--- config.mk ---
export PLATFORM = sky130hd
export DESIGN_NAME = button_click_classifier_top
export DESIGN_NICKNAME = d
export VERILOG_FILES = /design/src/bcc_pkg.sv /design/src/bcc_fsm.sv /design/src/button_click_classifier_top.sv
export SDC_FILE = /design/constraint.sdc
export NUM_CORES = 1
export LEC_CHECK = 0
export ABC_AREA = 1
export BUFFER_PORTS_ARGS = -buffer_cell sky130_fd_sc_hd__clkbuf_2
export CELL_PAD_IN_SITES_DETAIL_PLACEMENT = 1
export CELL_PAD_IN_SITES_GLOBAL_PLACEMENT = 2
export CORE_MARGIN = 3
export CORE_UTILIZATION = 30
export CTS_CLUSTER_DIAMETER = 60
export DETAILED_ROUTE_END_ITERATION = 16
export PLACE_DENSITY = 0.78
export RECOVER_POWER = 50
export SLEW_MARGIN = 20
export SYNTH_ARGS = -nofsm -noshare
export SYNTH_HDL_FRONTEND = slang
export SYNTH_HIERARCHICAL = 1
export SYNTH_SLANG_ARGS = --single-unit
--- constraint.sdc ---
create_clock -name i_clk -period 3.6 [get_ports i_clk]
set_input_delay 0.72 -clock i_clk [delete_from_list [all_inputs] [get_ports i_clk]]
set_output_delay 0.72 -clock i_clk [all_outputs]
set_load 0.03 [all_outputs]
--- src/bcc_pkg.sv ---
`timescale 1ns / 1ps
// ----------------------------------------------------------------------------
// Button click classifier package
// Shared types, event codes, register indexes and reset values.
// ----------------------------------------------------------------------------
package bcc_pkg;

    localparam int CfgWidth  = 16;
    localparam int IdxWidth  = 2;
    localparam int AddrWidth = 4;
    localparam int DataWidth = 32;
    localparam int TickWidth = 32;

    typedef enum logic [1:0] {
        EV_NONE   = 2'd0,
        EV_LONG   = 2'd1,
        EV_DOUBLE = 2'd2,
        EV_SINGLE = 2'd3
    } t_event;

    localparam logic [IdxWidth-1:0] REG_DEBOUNCE     = 2'd0;
    localparam logic [IdxWidth-1:0] REG_LONG_PRESS   = 2'd1;
    localparam logic [IdxWidth-1:0] REG_DOUBLE_CLICK = 2'd2;

    localparam logic [CfgWidth-1:0] DEBOUNCE_RESET     = 16'd50;
    localparam logic [CfgWidth-1:0] LONG_PRESS_RESET   = 16'd1000;
    localparam logic [CfgWidth-1:0] DOUBLE_CLICK_RESET = 16'd300;

    typedef struct packed {
        logic [CfgWidth-1:0] debounce_ticks;
        logic [CfgWidth-1:0] long_press_ticks;
        logic [CfgWidth-1:0] double_click_ticks;
    } t_cfg;

endpackage

--- src/bcc_fsm.sv ---
`timescale 1ns / 1ps
// ----------------------------------------------------------------------------
// Button click classifier state machine
// Holds the phase and the time stamp and classifies one sample per step.
// ----------------------------------------------------------------------------
module bcc_fsm
    import bcc_pkg::*;
#(
    parameter int TIME_WIDTH = 32
) (
    input  logic                  i_clk,
    input  logic                  i_rst_n,
    input  logic                  i_step,
    input  logic                  i_pressed,
    input  logic [TIME_WIDTH-1:0] i_now,
    input  t_cfg                  i_cfg,
    output t_event                o_event
);

    typedef enum logic [1:0] {
        PH_IDLE         = 2'd0,
        PH_PRESSED      = 2'd1,
        PH_WAIT_RELEASE = 2'd2,
        PH_WAIT_DOUBLE  = 2'd3
    } t_phase;

    t_phase                  r_phase;
    t_phase                  n_phase;
    logic [TIME_WIDTH-1:0]   r_stamp;
    logic [TIME_WIDTH-1:0]   n_stamp;
    logic [TIME_WIDTH-1:0]   elapsed;
    logic [TIME_WIDTH+15:0]  debounce_wide;
    logic [TIME_WIDTH+15:0]  long_wide;
    logic [TIME_WIDTH+15:0]  double_wide;
    logic                    debounce_met;
    logic                    long_met;
    logic                    double_met;
    t_event                  n_event;

    always_comb begin
        elapsed       = i_now - r_stamp;
        debounce_wide = {{TIME_WIDTH{1'b0}}, i_cfg.debounce_ticks};
        long_wide     = {{TIME_WIDTH{1'b0}}, i_cfg.long_press_ticks};
        double_wide   = {{TIME_WIDTH{1'b0}}, i_cfg.double_click_ticks};
        debounce_met  = elapsed >= debounce_wide[TIME_WIDTH-1:0];
        long_met      = elapsed >= long_wide[TIME_WIDTH-1:0];
        double_met    = elapsed >= double_wide[TIME_WIDTH-1:0];
    end

    always_comb begin
        n_phase = r_phase;
        n_stamp = r_stamp;
        n_event = EV_NONE;
        unique case (r_phase)
            PH_IDLE: begin
                if (i_pressed) begin
                    n_stamp = i_now;
                    n_phase = PH_PRESSED;
                end
            end
            PH_PRESSED: begin
                if (i_pressed) begin
                    if (long_met) begin
                        n_event = EV_LONG;
                        n_phase = PH_WAIT_RELEASE;
                    end
                end else if (debounce_met) begin
                    n_stamp = i_now;
                    n_phase = PH_WAIT_DOUBLE;
                end else begin
                    n_phase = PH_IDLE;
                end
            end
            PH_WAIT_DOUBLE: begin
                if (i_pressed) begin
                    n_event = EV_DOUBLE;
                    n_phase = PH_WAIT_RELEASE;
                end else if (double_met) begin
                    n_event = EV_SINGLE;
                    n_phase = PH_IDLE;
                end
            end
            PH_WAIT_RELEASE: begin
                if (!i_pressed) begin
                    n_phase = PH_IDLE;
                end
            end
            default: begin
                n_phase = PH_IDLE;
            end
        endcase
    end

    assign o_event = n_event;

    always_ff @(posedge i_clk) begin
        if (!i_rst_n) begin
            r_phase <= PH_IDLE;
            r_stamp <= '0;
        end else if (i_step) begin
            r_phase <= n_phase;
            r_stamp <= n_stamp;
        end
    end

    a_long_then_wait: assert property (@(posedge i_clk) disable iff (!i_rst_n)
        (i_step && n_event == EV_LONG) |=> r_phase == PH_WAIT_RELEASE)
        else $error("long press did not move to wait for release");

    a_single_then_idle: assert property (@(posedge i_clk) disable iff (!i_rst_n)
        (i_step && n_event == EV_SINGLE) |=> r_phase == PH_IDLE)
        else $error("single click did not return to idle");

    a_hold_without_step: assert property (@(posedge i_clk) disable iff (!i_rst_n)
        !i_step |=> $stable(r_phase) && $stable(r_stamp))
        else $error("state changed without a sample");

endmodule

--- src/button_click_classifier_top.sv ---
`timescale 1ns / 1ps
// ----------------------------------------------------------------------------
// Button click classifier
// Classifies polled button samples into long press, double click and single
// click events with configurable debounce, hold and window times.
//
//   Channel  Direction  Handshake               Payload
//   input    in         i_in_valid/o_in_stall   i_pressed, i_now_tick
//   output   out        o_out_valid/i_out_stall o_event_res
//   config   in         APB write/read          debounce, long press, window
//
// One sample is taken per cycle while the input is not stalled; it is held in
// the sample register until its event is handed to the result register.
// Reset is synchronous and active low and restores the default thresholds.
// A stalled output holds its event; the sample register still takes a new
// beat while it is empty or draining into the result register.
// ----------------------------------------------------------------------------
module button_click_classifier_top
    import bcc_pkg::*;
#(
    parameter int TIME_WIDTH = 32
) (
    input  logic                 i_clk,
    input  logic                 i_rst_n,
    input  logic                 i_in_valid,
    output logic                 o_in_stall,
    input  logic                 i_pressed,
    input  logic [TickWidth-1:0] i_now_tick,
    output logic                 o_out_valid,
    input  logic                 i_out_stall,
    output logic [1:0]           o_event_res,
    input  logic                 psel,
    input  logic                 penable,
    input  logic                 pwrite,
    input  logic [AddrWidth-1:0] paddr,
    input  logic [DataWidth-1:0] pwdata,
    output logic [DataWidth-1:0] prdata,
    output logic                 pready
);

    t_cfg                            r_cfg;
    logic                            r_s1_valid;
    logic                            r_s1_pressed;
    logic [TIME_WIDTH-1:0]           r_s1_now;
    logic                            r_out_valid;
    t_event                          r_out_event;
    logic                            out_free;
    logic                            advance;
    logic                            in_accept;
    logic                            cfg_write;
    logic [IdxWidth-1:0]             cfg_idx;
    logic [TIME_WIDTH+TickWidth-1:0] now_wide;
    t_event                          step_event;

    assign pready    = 1'b1;
    assign cfg_write = psel && penable && pwrite && pready;
    assign cfg_idx   = paddr[AddrWidth-1:2];

    always_ff @(posedge i_clk) begin
        if (!i_rst_n) begin
            r_cfg.debounce_ticks     <= DEBOUNCE_RESET;
            r_cfg.long_press_ticks   <= LONG_PRESS_RESET;
            r_cfg.double_click_ticks <= DOUBLE_CLICK_RESET;
        end else if (cfg_write) begin
            unique case (cfg_idx)
                REG_DEBOUNCE:     r_cfg.debounce_ticks     <= pwdata[CfgWidth-1:0];
                REG_LONG_PRESS:   r_cfg.long_press_ticks   <= pwdata[CfgWidth-1:0];
                REG_DOUBLE_CLICK: r_cfg.double_click_ticks <= pwdata[CfgWidth-1:0];
                default: begin
                end
            endcase
        end
    end

    always_comb begin
        unique case (cfg_idx)
            REG_DEBOUNCE:     prdata = {16'd0, r_cfg.debounce_ticks};
            REG_LONG_PRESS:   prdata = {16'd0, r_cfg.long_press_ticks};
            REG_DOUBLE_CLICK: prdata = {16'd0, r_cfg.double_click_ticks};
            default:          prdata = '0;
        endcase
    end

    assign out_free   = !r_out_valid || !i_out_stall;
    assign advance    = r_s1_valid && out_free;
    assign o_in_stall = r_s1_valid && !out_free;
    assign in_accept  = i_in_valid && !o_in_stall;
    assign now_wide   = {{TIME_WIDTH{1'b0}}, i_now_tick};

    always_ff @(posedge i_clk) begin
        if (!i_rst_n) begin
            r_s1_valid <= 1'b0;
        end else if (in_accept) begin
            r_s1_valid <= 1'b1;
        end else if (advance) begin
            r_s1_valid <= 1'b0;
        end
    end

    always_ff @(posedge i_clk) begin
        if (in_accept) begin
            r_s1_pressed <= i_pressed;
            r_s1_now     <= now_wide[TIME_WIDTH-1:0];
        end
    end

    bcc_fsm #(
        .TIME_WIDTH (TIME_WIDTH)
    ) u_fsm (
        .i_clk     (i_clk),
        .i_rst_n   (i_rst_n),
        .i_step    (advance),
        .i_pressed (r_s1_pressed),
        .i_now     (r_s1_now),
        .i_cfg     (r_cfg),
        .o_event   (step_event)
    );

    always_ff @(posedge i_clk) begin
        if (!i_rst_n) begin
            r_out_valid <= 1'b0;
        end else if (advance) begin
            r_out_valid <= 1'b1;
        end else if (!i_out_stall) begin
            r_out_valid <= 1'b0;
        end
    end

    always_ff @(posedge i_clk) begin
        if (advance) begin
            r_out_event <= step_event;
        end
    end

    assign o_out_valid = r_out_valid;
    assign o_event_res = r_out_event;

    a_sample_kept: assert property (@(posedge i_clk) disable iff (!i_rst_n)
        (r_s1_valid && !out_free) |=> r_s1_valid)
        else $error("held sample was dropped");

    a_reset_clears_out: assert property (@(posedge i_clk)
        !i_rst_n |=> !o_out_valid && !r_s1_valid)
        else $error("reset did not clear the pipeline");

    a_advance_fills_out: assert property (@(posedge i_clk) disable iff (!i_rst_n)
        advance |=> o_out_valid)
        else $error("processed sample gave no result");

endmodule

Word-level counts from Yosys, hierarchy flattened
Index checks and enable logic that the tools add are counted.

operators by class
  shift operators = 0
  div/mod/pow operators = 0
  equality and inequality tests = 12
  muxes and demuxes = 22
  reductions and logical operators = 19
  multipliers = 0
  $add $sub $neg = 1
  bitwise operators = 0
  magnitude comparators = 3

operators by type and width
  operator                                                          number
  32-bit by 16-bit greater-or-equal comparator with 1-bit output    3
  32-bit 2-to-1 mux                                                 3
  32-bit case mux with 2 select lines                               1
  16-bit case mux with 3 select lines                               1
  32-bit subtractor                                                 1
  2-bit 2-to-1 mux                                                  10
  5-bit AND reduction                                               2
  2-bit case mux with 4 select lines                                1
  2-bit == test (second input constant)                             3
  2-bit != test (second input constant)                             3
  3-bit by 2-bit != test with 1-bit output (second input constant)  2
  2-bit AND reduction                                               3
  1-bit logical AND                                                 5
  1-bit 2-to-1 mux                                                  5
  2-bit by 1-bit == test with 1-bit output (second input constant)  2
  1-bit zero test                                                   4
  2-bit zero test                                                   2
  2-bit by 1-bit != test with 1-bit output (second input constant)  2
  2-bit case mux with 2 select lines                                1
  2-bit nonzero test                                                2
  1-bit logical OR                                                  1

storage, ports and cells
  bits in read-only memories = 0
  memory bits (writable) = 0
  word-level logic and storage cells = 67
  flip-flop bits (word level) = 119
  memories kept = 0
  bits in latches = 0

Depth between registers and ports, before layout
Gate-level depths: netlist of run 1.

  word-level depth = 7
  gate-level depth with buffers = 26
  gate-level depth less buffers = 26

Cells and area by module
The synthesis of run 1 kept the hierarchy.

modules (own cells, without submodules)
  module                       times used  area each (um^2)  cells each
  bcc_fsm                      1           5291.3            931
  button_click_classifier_top  1           3525.9            411

Worst setup path before layout of run 1
OpenSTA, ideal clock, no wires.

  kind = register -> register
  start point = register r_s1_now[0]
  end point = register u_fsm.r_stamp[10]
  path slack = 0.628 ns
  arrival = 2.857 ns
  stages on the path, launching flop included = 22
  buffers on the path = 1
  cells stage by stage = edfxtp_1 -> inv_1 -> ha_1 -> fa_1 -> inv_1 -> nand2_1 -> nand3_1 -> xor2_1 -> ha_1 -> nand2_1 -> inv_1 -> a221oi_1 -> o21ai_0 -> nand2_1 -> a21oi_1 -> nor2_1 -> nand4_2 -> nand2_4 -> inv_4 -> buf_6 -> nor2_2 -> nor2_1

on the way
  longest elaborated chain between the ends = 4

RTL lines
  what                                                            line                                source
  start: declaration                                              button_click_classifier_top.sv:44   logic [TIME_WIDTH-1:0] r_s1_now;
  start signal: assignment                                        button_click_classifier_top.sv:103  r_s1_now <= now_wide[TIME_WIDTH-1:0];
  32-bit subtractor                                               bcc_fsm.sv:41                       elapsed = i_now - r_stamp;
  32-bit by 16-bit greater-or-equal comparator with 1-bit output  bcc_fsm.sv:45                       debounce_met = elapsed >= debounce_wide[TIME_WIDTH-1:0];
  2-bit by 1-bit != test with 1-bit output (no line)              n/a
  5-bit AND reduction (no line)                                   n/a
  end signal: assignment                                          bcc_fsm.sv:102                      r_stamp <= n_stamp;
  end: declaration                                                bcc_fsm.sv:29                       logic [TIME_WIDTH-1:0] r_stamp;

Every way passes these cells.
A chain may end at the register's enable or synchronous reset.

Worst setup path after layout of run 1
  start point = register r_s1_now[5]
  end point = register u_fsm.r_stamp[3]

The elaborated chain is that of the path after synthesis.

==> summary.md, run 1 <==
| Metric | Value |
|---|---|
| Clock transition at path regs | `0.06 ns` |
| Register area share after synthesis | `30.99%` |
| Crit path depth | `20` |
| Num rows | `62` |
| Ys async rst share | `0%` |
| Num Clock Sinks | `119` |
| Grt ovf | `0` |
| CP top delay family | `simple AND/OR/NAND/NOR gates` |
| Worst setup SP type | `flop` |
| Core ar. | `28860 sq um` |
| Worst min-delay path startpoint | `i_now_tick[8]` |
| Capturing point of the worst reg2reg path | `u_fsm/r_stamp[3]` |
| Max Freq | `295.3 MHz` |
| Initial antenna violation count | `0` |
| Post-synth top area share | `19.07%` |
| Number of global-route vias before repair | `8620` |
| Max clock buf depth | `2` |
| Buffers & Inverters on Critical Path | `3` |
| PortBufs | `77` |
| Run status | `finished, violations left` |
| Failing checks | `max-capacitance violations, max-slew violations` |
| Inserted Diodes | `0` |
| # IOs | `113` |
| Critical-path top delay cell | `edfxtp_1` |
| Clock Latency Late Sink | `0.43 ns` |
| Vias per cell | `4.463` |
| CTS Root Cell | `clkbuf_16` |
| Max_slew headroom | `-51.19%` |
| TritonCTS Buffers | `17` |
| FF/Latch Area | `2734 sq um` |
| Initial DRC Count | `294` |
| Hold Vio Cnt, Final | `0` |
| Crit path largest cell delay | `0.43 ns` |
| Hold_ws | `0.4681 ns` |
| Register-to-register setup slack | `0.21 ns` |
| Routed WL | `26.37 mm` |
| CP Data Arrival Time | `3.74 ns` |
| Die Span X | `177.4 um` |
| Area of the multi-input gates | `5085 sq um` |
| Crit Path Max Fanout | `8` |
| Crit path capture type | `flop` |
| Worst path cell trace | `ha_4 > buf_4 > nand2_1 > nor2_1 > nand2_1 > nand3_2 > xor2_2 > ha_1 > nand2_1 > inv_1 > a221oi_2 > o21ai_1 > nand2_1 > a21oi_1 > nor2_2 > nand4_4 > nand2_8 > clkbuf_16 > o21ai_0 > nor2_1` |
| Fin crit period | `3.386 ns` |
| Reg-to-reg startpoint | `r_s1_now[5]` |
| Worst Hold Endpoint | `r_s1_now[8]` |
| Post-Syn Area | `8817 sq um` |
| R2R cell count | `20` |
| Drt wl/cell | `14.31 um` |
| Placed inst area | `9699 sq um` |
| # hold bufs at CTS | `0` |
| Fillers | `3766` |
| Post-Route Setup TNS | `0 ns` |
| CTS tree | `done` |
| Global-route wire length before repair | `42.92 mm` |
| Crit path kind | `reg2reg` |
| Total GRT Usage | `17.15%` |
| Final ANT Viol Nets | `0` |
| Largest cells by area after synthesis | `dfxtp_1, nand2_1, edfxtp_1` |
| P_leak | `5.402 nW` |
| Distinct cells, synth | `39` |
| Placed Cells | `1808` |
| Power Dens Cells | `436.1 nW/um^2` |
| Final Max Tran Viols | `67` |
| Worst hold path depth | `1` |
| Most common cell after layout, fill and taps aside | `nand2_1` |
| Cell mode on critical path | `nand2_1` |
| Synth Instances | `1342` |
| Synth-to-Final Area Change | `20.07%` |
| Largest net degree at the start of global routing | `84` |
| Initial core utilization | `30.55%` |
| Slew of the pin with the lowest slew margin | `2.268 ns` |
| Yosys reg bits | `119` |
| Number of flops mapped to enable cells by yosys | `35` |
| Fin nets | `1602` |
| Most frequent cells in the layout | `nand2_1, inv_1, nor2_1` |
| Fin crit share | `94.06%` |
| Final Instance Area | `10590 sq um` |
| TritonRoute pass-1 iters | `4` |
| Non-filler instance count after layout | `1843` |
| Layout cells sized above 1 | `16.52%` |
| Detailed Place HPWL | `19.83 mm` |
| Die height | `177.4 um` |
| Dominant cell type by area after synthesis | `dfxtp_1` |
| Post-Syn Area per Cell | `6.570 sq um` |
| Max-cap violations | `2` |
| Worst path required time | `3.95 ns` |
| Final Skew | `0.01156 ns` |
| Prevailing post-synth register cell | `dfxtp_1` |
| Routability cong. | `0.8368` |
| Peak supply drop | `0.3083 mV` |
| Yosys warning count | `6` |
| Finished Core Util | `36.68%` |
| Die area | `31480 sq um` |
| Residual DRC | `0` |
| Vias | `8226` |
| # setup viols final | `0` |
| Worst hold path type | `in2reg` |
| CTS HTree Levels | `4` |
==> cell usage after synthesis (3+ instances only) <==
master and n:
o21bai_1 5, a21oi_1 35, edfxtp_1 35, a211oi_1 3, inv_1 245, nand2_4 3, nor2_1 168, buf_4 22
dfxtp_1 84, nand2_1 399, nand4_1 8, nor2_4 6, nand2_2 12, buf_2 5, nand3_2 4, o21ai_0 17
nand3_1 91, nor3_1 7, o21ai_1 23, clkbuf_1 6, inv_2 3, buf_6 11, nor2_2 36, buf_1 3
ha_1 79, xor2_1 14
==> cell type report <==
class                           count  share of cell area (%)
Timing Repair Buffer              117                   6.914
Tap cell                          384                   4.538
Inverter                          249                   8.982
Multi-Input combinational cell    942                   48.03
Clock buffer                       27                   5.460
Clock inverter                      5                  0.2482
Sequential cell                   119                   25.82
==> through the flow <==
step                      worst slack, ns  total power, mW
after floorplan                    0.6276            2.410
after global placement            0.03970            2.799
after detailed placement        -0.003962            2.835
after CTS                         0.02641            4.628
after global routing             -0.04354            4.963
final                              0.2138            4.616
==> repair_timing <==
action,4_1_cts,5_1_grt
pin swaps,0,7
endpoints found under the hold margin,0,0
buffers inserted,0,1
cloned,0,2
gates resized for setup,2,42
endpoints found under the setup margin,32,36
==> routing by layer <==
layer | up-vias | global-route usage, % | share of wire, %
li1 | 4293 | - | -
met3 | 10 | 2.824 | 2.4
met5 | - | 0 | 0
met1 | 3848 | 21.72 | 48
met2 | 75 | 30.58 | 48
met4 | 0 | 3.665 | 0.77
==> registers in the layout, indices dropped and copies added (netlist names) <==
register / count
u_fsm/r_phase: 2
r_s1_now: 32
o_out_valid: 1
r_s1_valid: 1
r_cfg: 48
r_s1_pressed: 1
u_fsm/r_stamp: 32
o_event_res: 2
==> cell families (layout without fill, tap and decap cells) <==
logic type / after synthesis / after routing / synth area share (%)
DFF: 119 / 119 / 30.99
AOI/OAI and AO/OA: 86 / 86 / 5.222
adders and majority gates: 80 / 80 / 11.44
and+or+nand+nor: 743 / 743 / 36.10
other: 2 / 17 / 0.08517
buffers and inverters: 296 / 398 / 14.57
xor gates and xnor gates: 16 / 16 / 1.589
==> power by group <==
| group | leakage (nW) | switching, mW | total, mW | internal (mW) |
|---|---|---|---|---|
| clock network | 0.304 | 0.647 | 1.74 | 1.10 |
| logic | 4.07 | 0.846 | 1.38 | 0.530 |
| registers | 1.03 | 0.0460 | 1.50 | 1.45 |
==> how the worst max path moves through the flow <==
stage | from | end
after floorplan | r_s1_now[0] | u_fsm/r_stamp[10]
after global placement | r_s1_now[6] | u_fsm/r_stamp[0]
after detailed placement | r_s1_now[4] | u_fsm/r_stamp[1]
after CTS | r_s1_now[8] | u_fsm/r_stamp[10]
after global routing | u_fsm/r_stamp[2] | u_fsm/r_stamp[9]
final | r_s1_now[5] | u_fsm/r_stamp[3]
Power figures use the tool's default switching activity.
==> run 2: changes to the inputs <==
SYNTH_HIERARCHICAL = default   (was 1)
==> summary.md, run 2 <==
| Metric | Value |
|---|---|
| Yosys reg bits | `119` |
| Failing checks | `max-capacitance violations, max-slew violations` |
| Slew of the pin with the lowest slew margin | `2.524 ns` |
| Final Max Tran Viols | `91` |
| TritonRoute pass-1 iters | `4` |
| Largest cells by area after synthesis | `dfxtp_1, nand2_1, edfxtp_1` |
| Number of flops mapped to enable cells by yosys | `35` |
| Run status | `finished, violations left` |
| Dominant cell type by area after synthesis | `dfxtp_1` |
| Clock power share | `36.5%` |
| Clock transition at path regs | `0.07 ns` |
| Clock Latency Late Sink | `0.42 ns` |
| # hold bufs at CTS | `0` |
| Global-route wire length before repair | `40.07 mm` |
| Final Instance Area | `10070 sq um` |
| Max Freq | `296.9 MHz` |
| Vias per cell | `4.663` |
| Most common cell after layout, fill and taps aside | `nand2_1` |
| Layout cells sized above 1 | `17.29%` |
| Yosys warning count | `0` |
| Capturing point of the worst reg2reg path | `u_fsm.r_stamp[30]` |
| PortBufs | `77` |
| Fillers | `3503` |
| CTS HTree Levels | `4` |
| Cell internal pwr | `2.947 mW` |
| Worst setup startpoint | `r_s1_now[6]` |
| Hold Vio Cnt, Final | `0` |
| Post-Syn Area per Cell | `6.847 sq um` |
| Largest registers | `r_cfg (48), r_s1_now (32), u_fsm.r_stamp (32)` |
| Final Skew | `0.01439 ns` |
| Worst hold path depth | `1` |
| Synth-to-Final Area Change | `21.50%` |
| Max clock buf depth | `2` |
| Fin crit share | `93.57%` |
| Total GRT Usage | `17.03%` |
| Most frequent cells in the layout | `nand2_1, inv_1, nor2_1` |
| Worst Hold Endpoint | `r_s1_now[26]` |
| Crit path kind | `reg2reg` |
| Register area share after synthesis | `32.96%` |
| Core ar. | `27030 sq um` |
| CTS Root Cell | `clkbuf_16` |
| Fin crit period | `3.369 ns` |
| Hold_ws | `0.4708 ns` |
| Number of global-route vias before repair | `7914` |
| Fin worst setup slack | `0.2315 ns` |
| Distinct cells, synth | `41` |
| Logic pwr share | `31.2%` |
| # IOs | `113` |
| CTS tree | `done` |
| Prevailing post-synth register cell | `dfxtp_1` |
| Synth Instances | `1211` |
| Routed WL | `25.13 mm` |
| Largest register FFs | `48` |
| Final ANT Viol Nets | `0` |
| Grt ovf | `0` |
| Top-count cell post-synth | `nand2_1` |
| Total power | `4.595 mW` |
| P_leak | `5.070 nW` |
| Initial core utilization | `30.68%` |
| Drt wl/cell | `14.93 um` |
| Top reg by flops | `r_cfg` |
| TritonCTS Buffers | `17` |
| Reg-to-reg startpoint | `r_s1_now[6]` |
| CP Data Arrival Time | `3.68 ns` |
| Initial DRC Count | `266` |
| Worst path required time | `3.91 ns` |
| Initial antenna violation count | `0` |
| Vias | `7848` |
| Fraction of power consumed by sequential logic | `32.3%` |
| Num Clock Sinks | `119` |
| R2R cell count | `24` |
| Crit path capture type | `flop` |
| Peak supply drop | `0.2520 mV` |
| Worst slack, placed | `0.04291 ns` |
| Residual DRC | `0` |
| Switch share | `35.86%` |
| Post-synth top cells | `nand2_1, inv_1, nor2_1` |
| Die Span X | `172.3 um` |
| Max_slew headroom | `-68.26%` |
| Post-Syn Area | `8292 sq um` |
| Largest net degree at the start of global routing | `57` |
| Ys async rst share | `0%` |
| Post-synth top area share | `20.28%` |
| Routability cong. | `0.8453` |
| Die height | `172.3 um` |
| Detailed Place HPWL | `19.13 mm` |
| Fin nets | `1485` |
| Die area | `29670 sq um` |
| Placed inst area | `9180 sq um` |
| Net Sw Power | `1.648 mW` |
| Worst hold path type | `in2reg` |
| Power Dens Cells | `456.1 nW/um^2` |
| Num rows | `60` |
| Worst setup SP type | `flop` |
| Register-to-register setup slack | `0.23 ns` |
| Crit Path Max Fanout | `5` |
| Max-cap violations | `2` |
| Worst min-delay path startpoint | `i_now_tick[26]` |
| Inserted Diodes | `0` |
| # setup viols final | `0` |
-- run 2: cell types whose count changed in the layout (fill, tap and decap cells not counted), sizes merged, moves of 3 or more --
cell    before  now
o221ai       0   15
a21oi       36   73
o211ai       0   13
nand3       95   38
clkbuf     108   97
nand2      414  369
nor2       210  149
o21ai       40   47
a31oi        0    4
buf         36   47
a21o         0    4
inv        249  222
nor3         7    4
-- run 2: worst max path at each step --
stage                                   end  slack [ns]
final                     u_fsm.r_stamp[30]        0.23
after CTS                  u_fsm.r_stamp[1]        0.01
after global placement     u_fsm.r_stamp[4]        0.12
after floorplan            u_fsm.r_stamp[1]        0.63
after global routing       u_fsm.r_phase[1]       -0.06
after detailed placement   u_fsm.r_stamp[1]        0.04
-- run 2: stage by stage --
step | utilization [%] | std cells | setup TNS [ns]
global placement | 33.97 | 1639 | 0
floorplan | - | 1226 | 0
global route | 37.28 | 1683 | -0.1433
finish | 37.28 | 1683 | 0
CTS | 36.06 | 1671 | 0
detailed placement | 33.97 | 1639 | 0
-- run 2: layout make-up --
class / count / area [sq um] / area share (%)
inverter: 216 / 810.8 / 8.048
multi-input combinational: 850 / 4791 / 47.55
clock buffer: 19 / 454.2 / 4.508
timing repair buffer: 125 / 748.2 / 7.427
sequential: 119 / 2733 / 27.12
clock inverter: 13 / 111.4 / 1.105
tap: 341 / 426.7 / 4.235
-- run 2: routing by layer --
metal	vias up	track usage [%]	routed length (um)
met5	-	0	0
met4	0	3.610	318
met3	19	2.652	582
met2	99	28.54	11560
met1	3708	23.30	12670
li1	4022	-	-
-- run 2: power by group through the flow --
stage	Combinational (mW)	Clock (mW)	Sequential (mW)
2_1_floorplan	0.908	0	1.50
3_3_place_gp	1.30	0	1.51
3_5_place_dp	1.34	0	1.51
4_1_cts	1.35	1.72	1.48
5_1_grt	1.65	1.77	1.49
6_report	1.43	1.68	1.48
-- run 2: repair_timing --
action                     CTS  global route
setup endpoints to repair    0            36
setup buffers                0            11
gates resized for setup      0            44
-- run 2: critical path: stages (launching register included) --
cell and delay, ns:
edfxtp_1 0.45, ha_4 0.33, nand2_2 0.09, nor2_2 0.14, nand2_1 0.07, nand2_2 0.09
xor2_1 0.18, buf_4 0.17, ha_1 0.24, nand2_1 0.08, nor2_1 0.05, nor2_1 0.08
nand3_1 0.09, nand2_1 0.07, nand3_1 0.10, nand2_1 0.07, nand2_1 0.05, nor2_2 0.14
nand4_2 0.13, buf_4 0.19, nand3_4 0.12, buf_4 0.17, nand2_1 0.05, nand2_1 0.07
nor2_2 0.03
-- run 2: cells by family (layout without fill, tap and decap cells) --
logic type | after synthesis | count (layout) | share of synthesized area (%)
fa+ha+maj | 80 | 80 | 12.16
simple gates | 574 | 575 | 28.82
xor+xnor | 15 | 15 | 1.584
other cells | 2 | 17 | 0.09057
buf+inv | 258 | 373 | 13.04
flops | 119 | 119 | 32.96
compound gates | 163 | 163 | 11.35
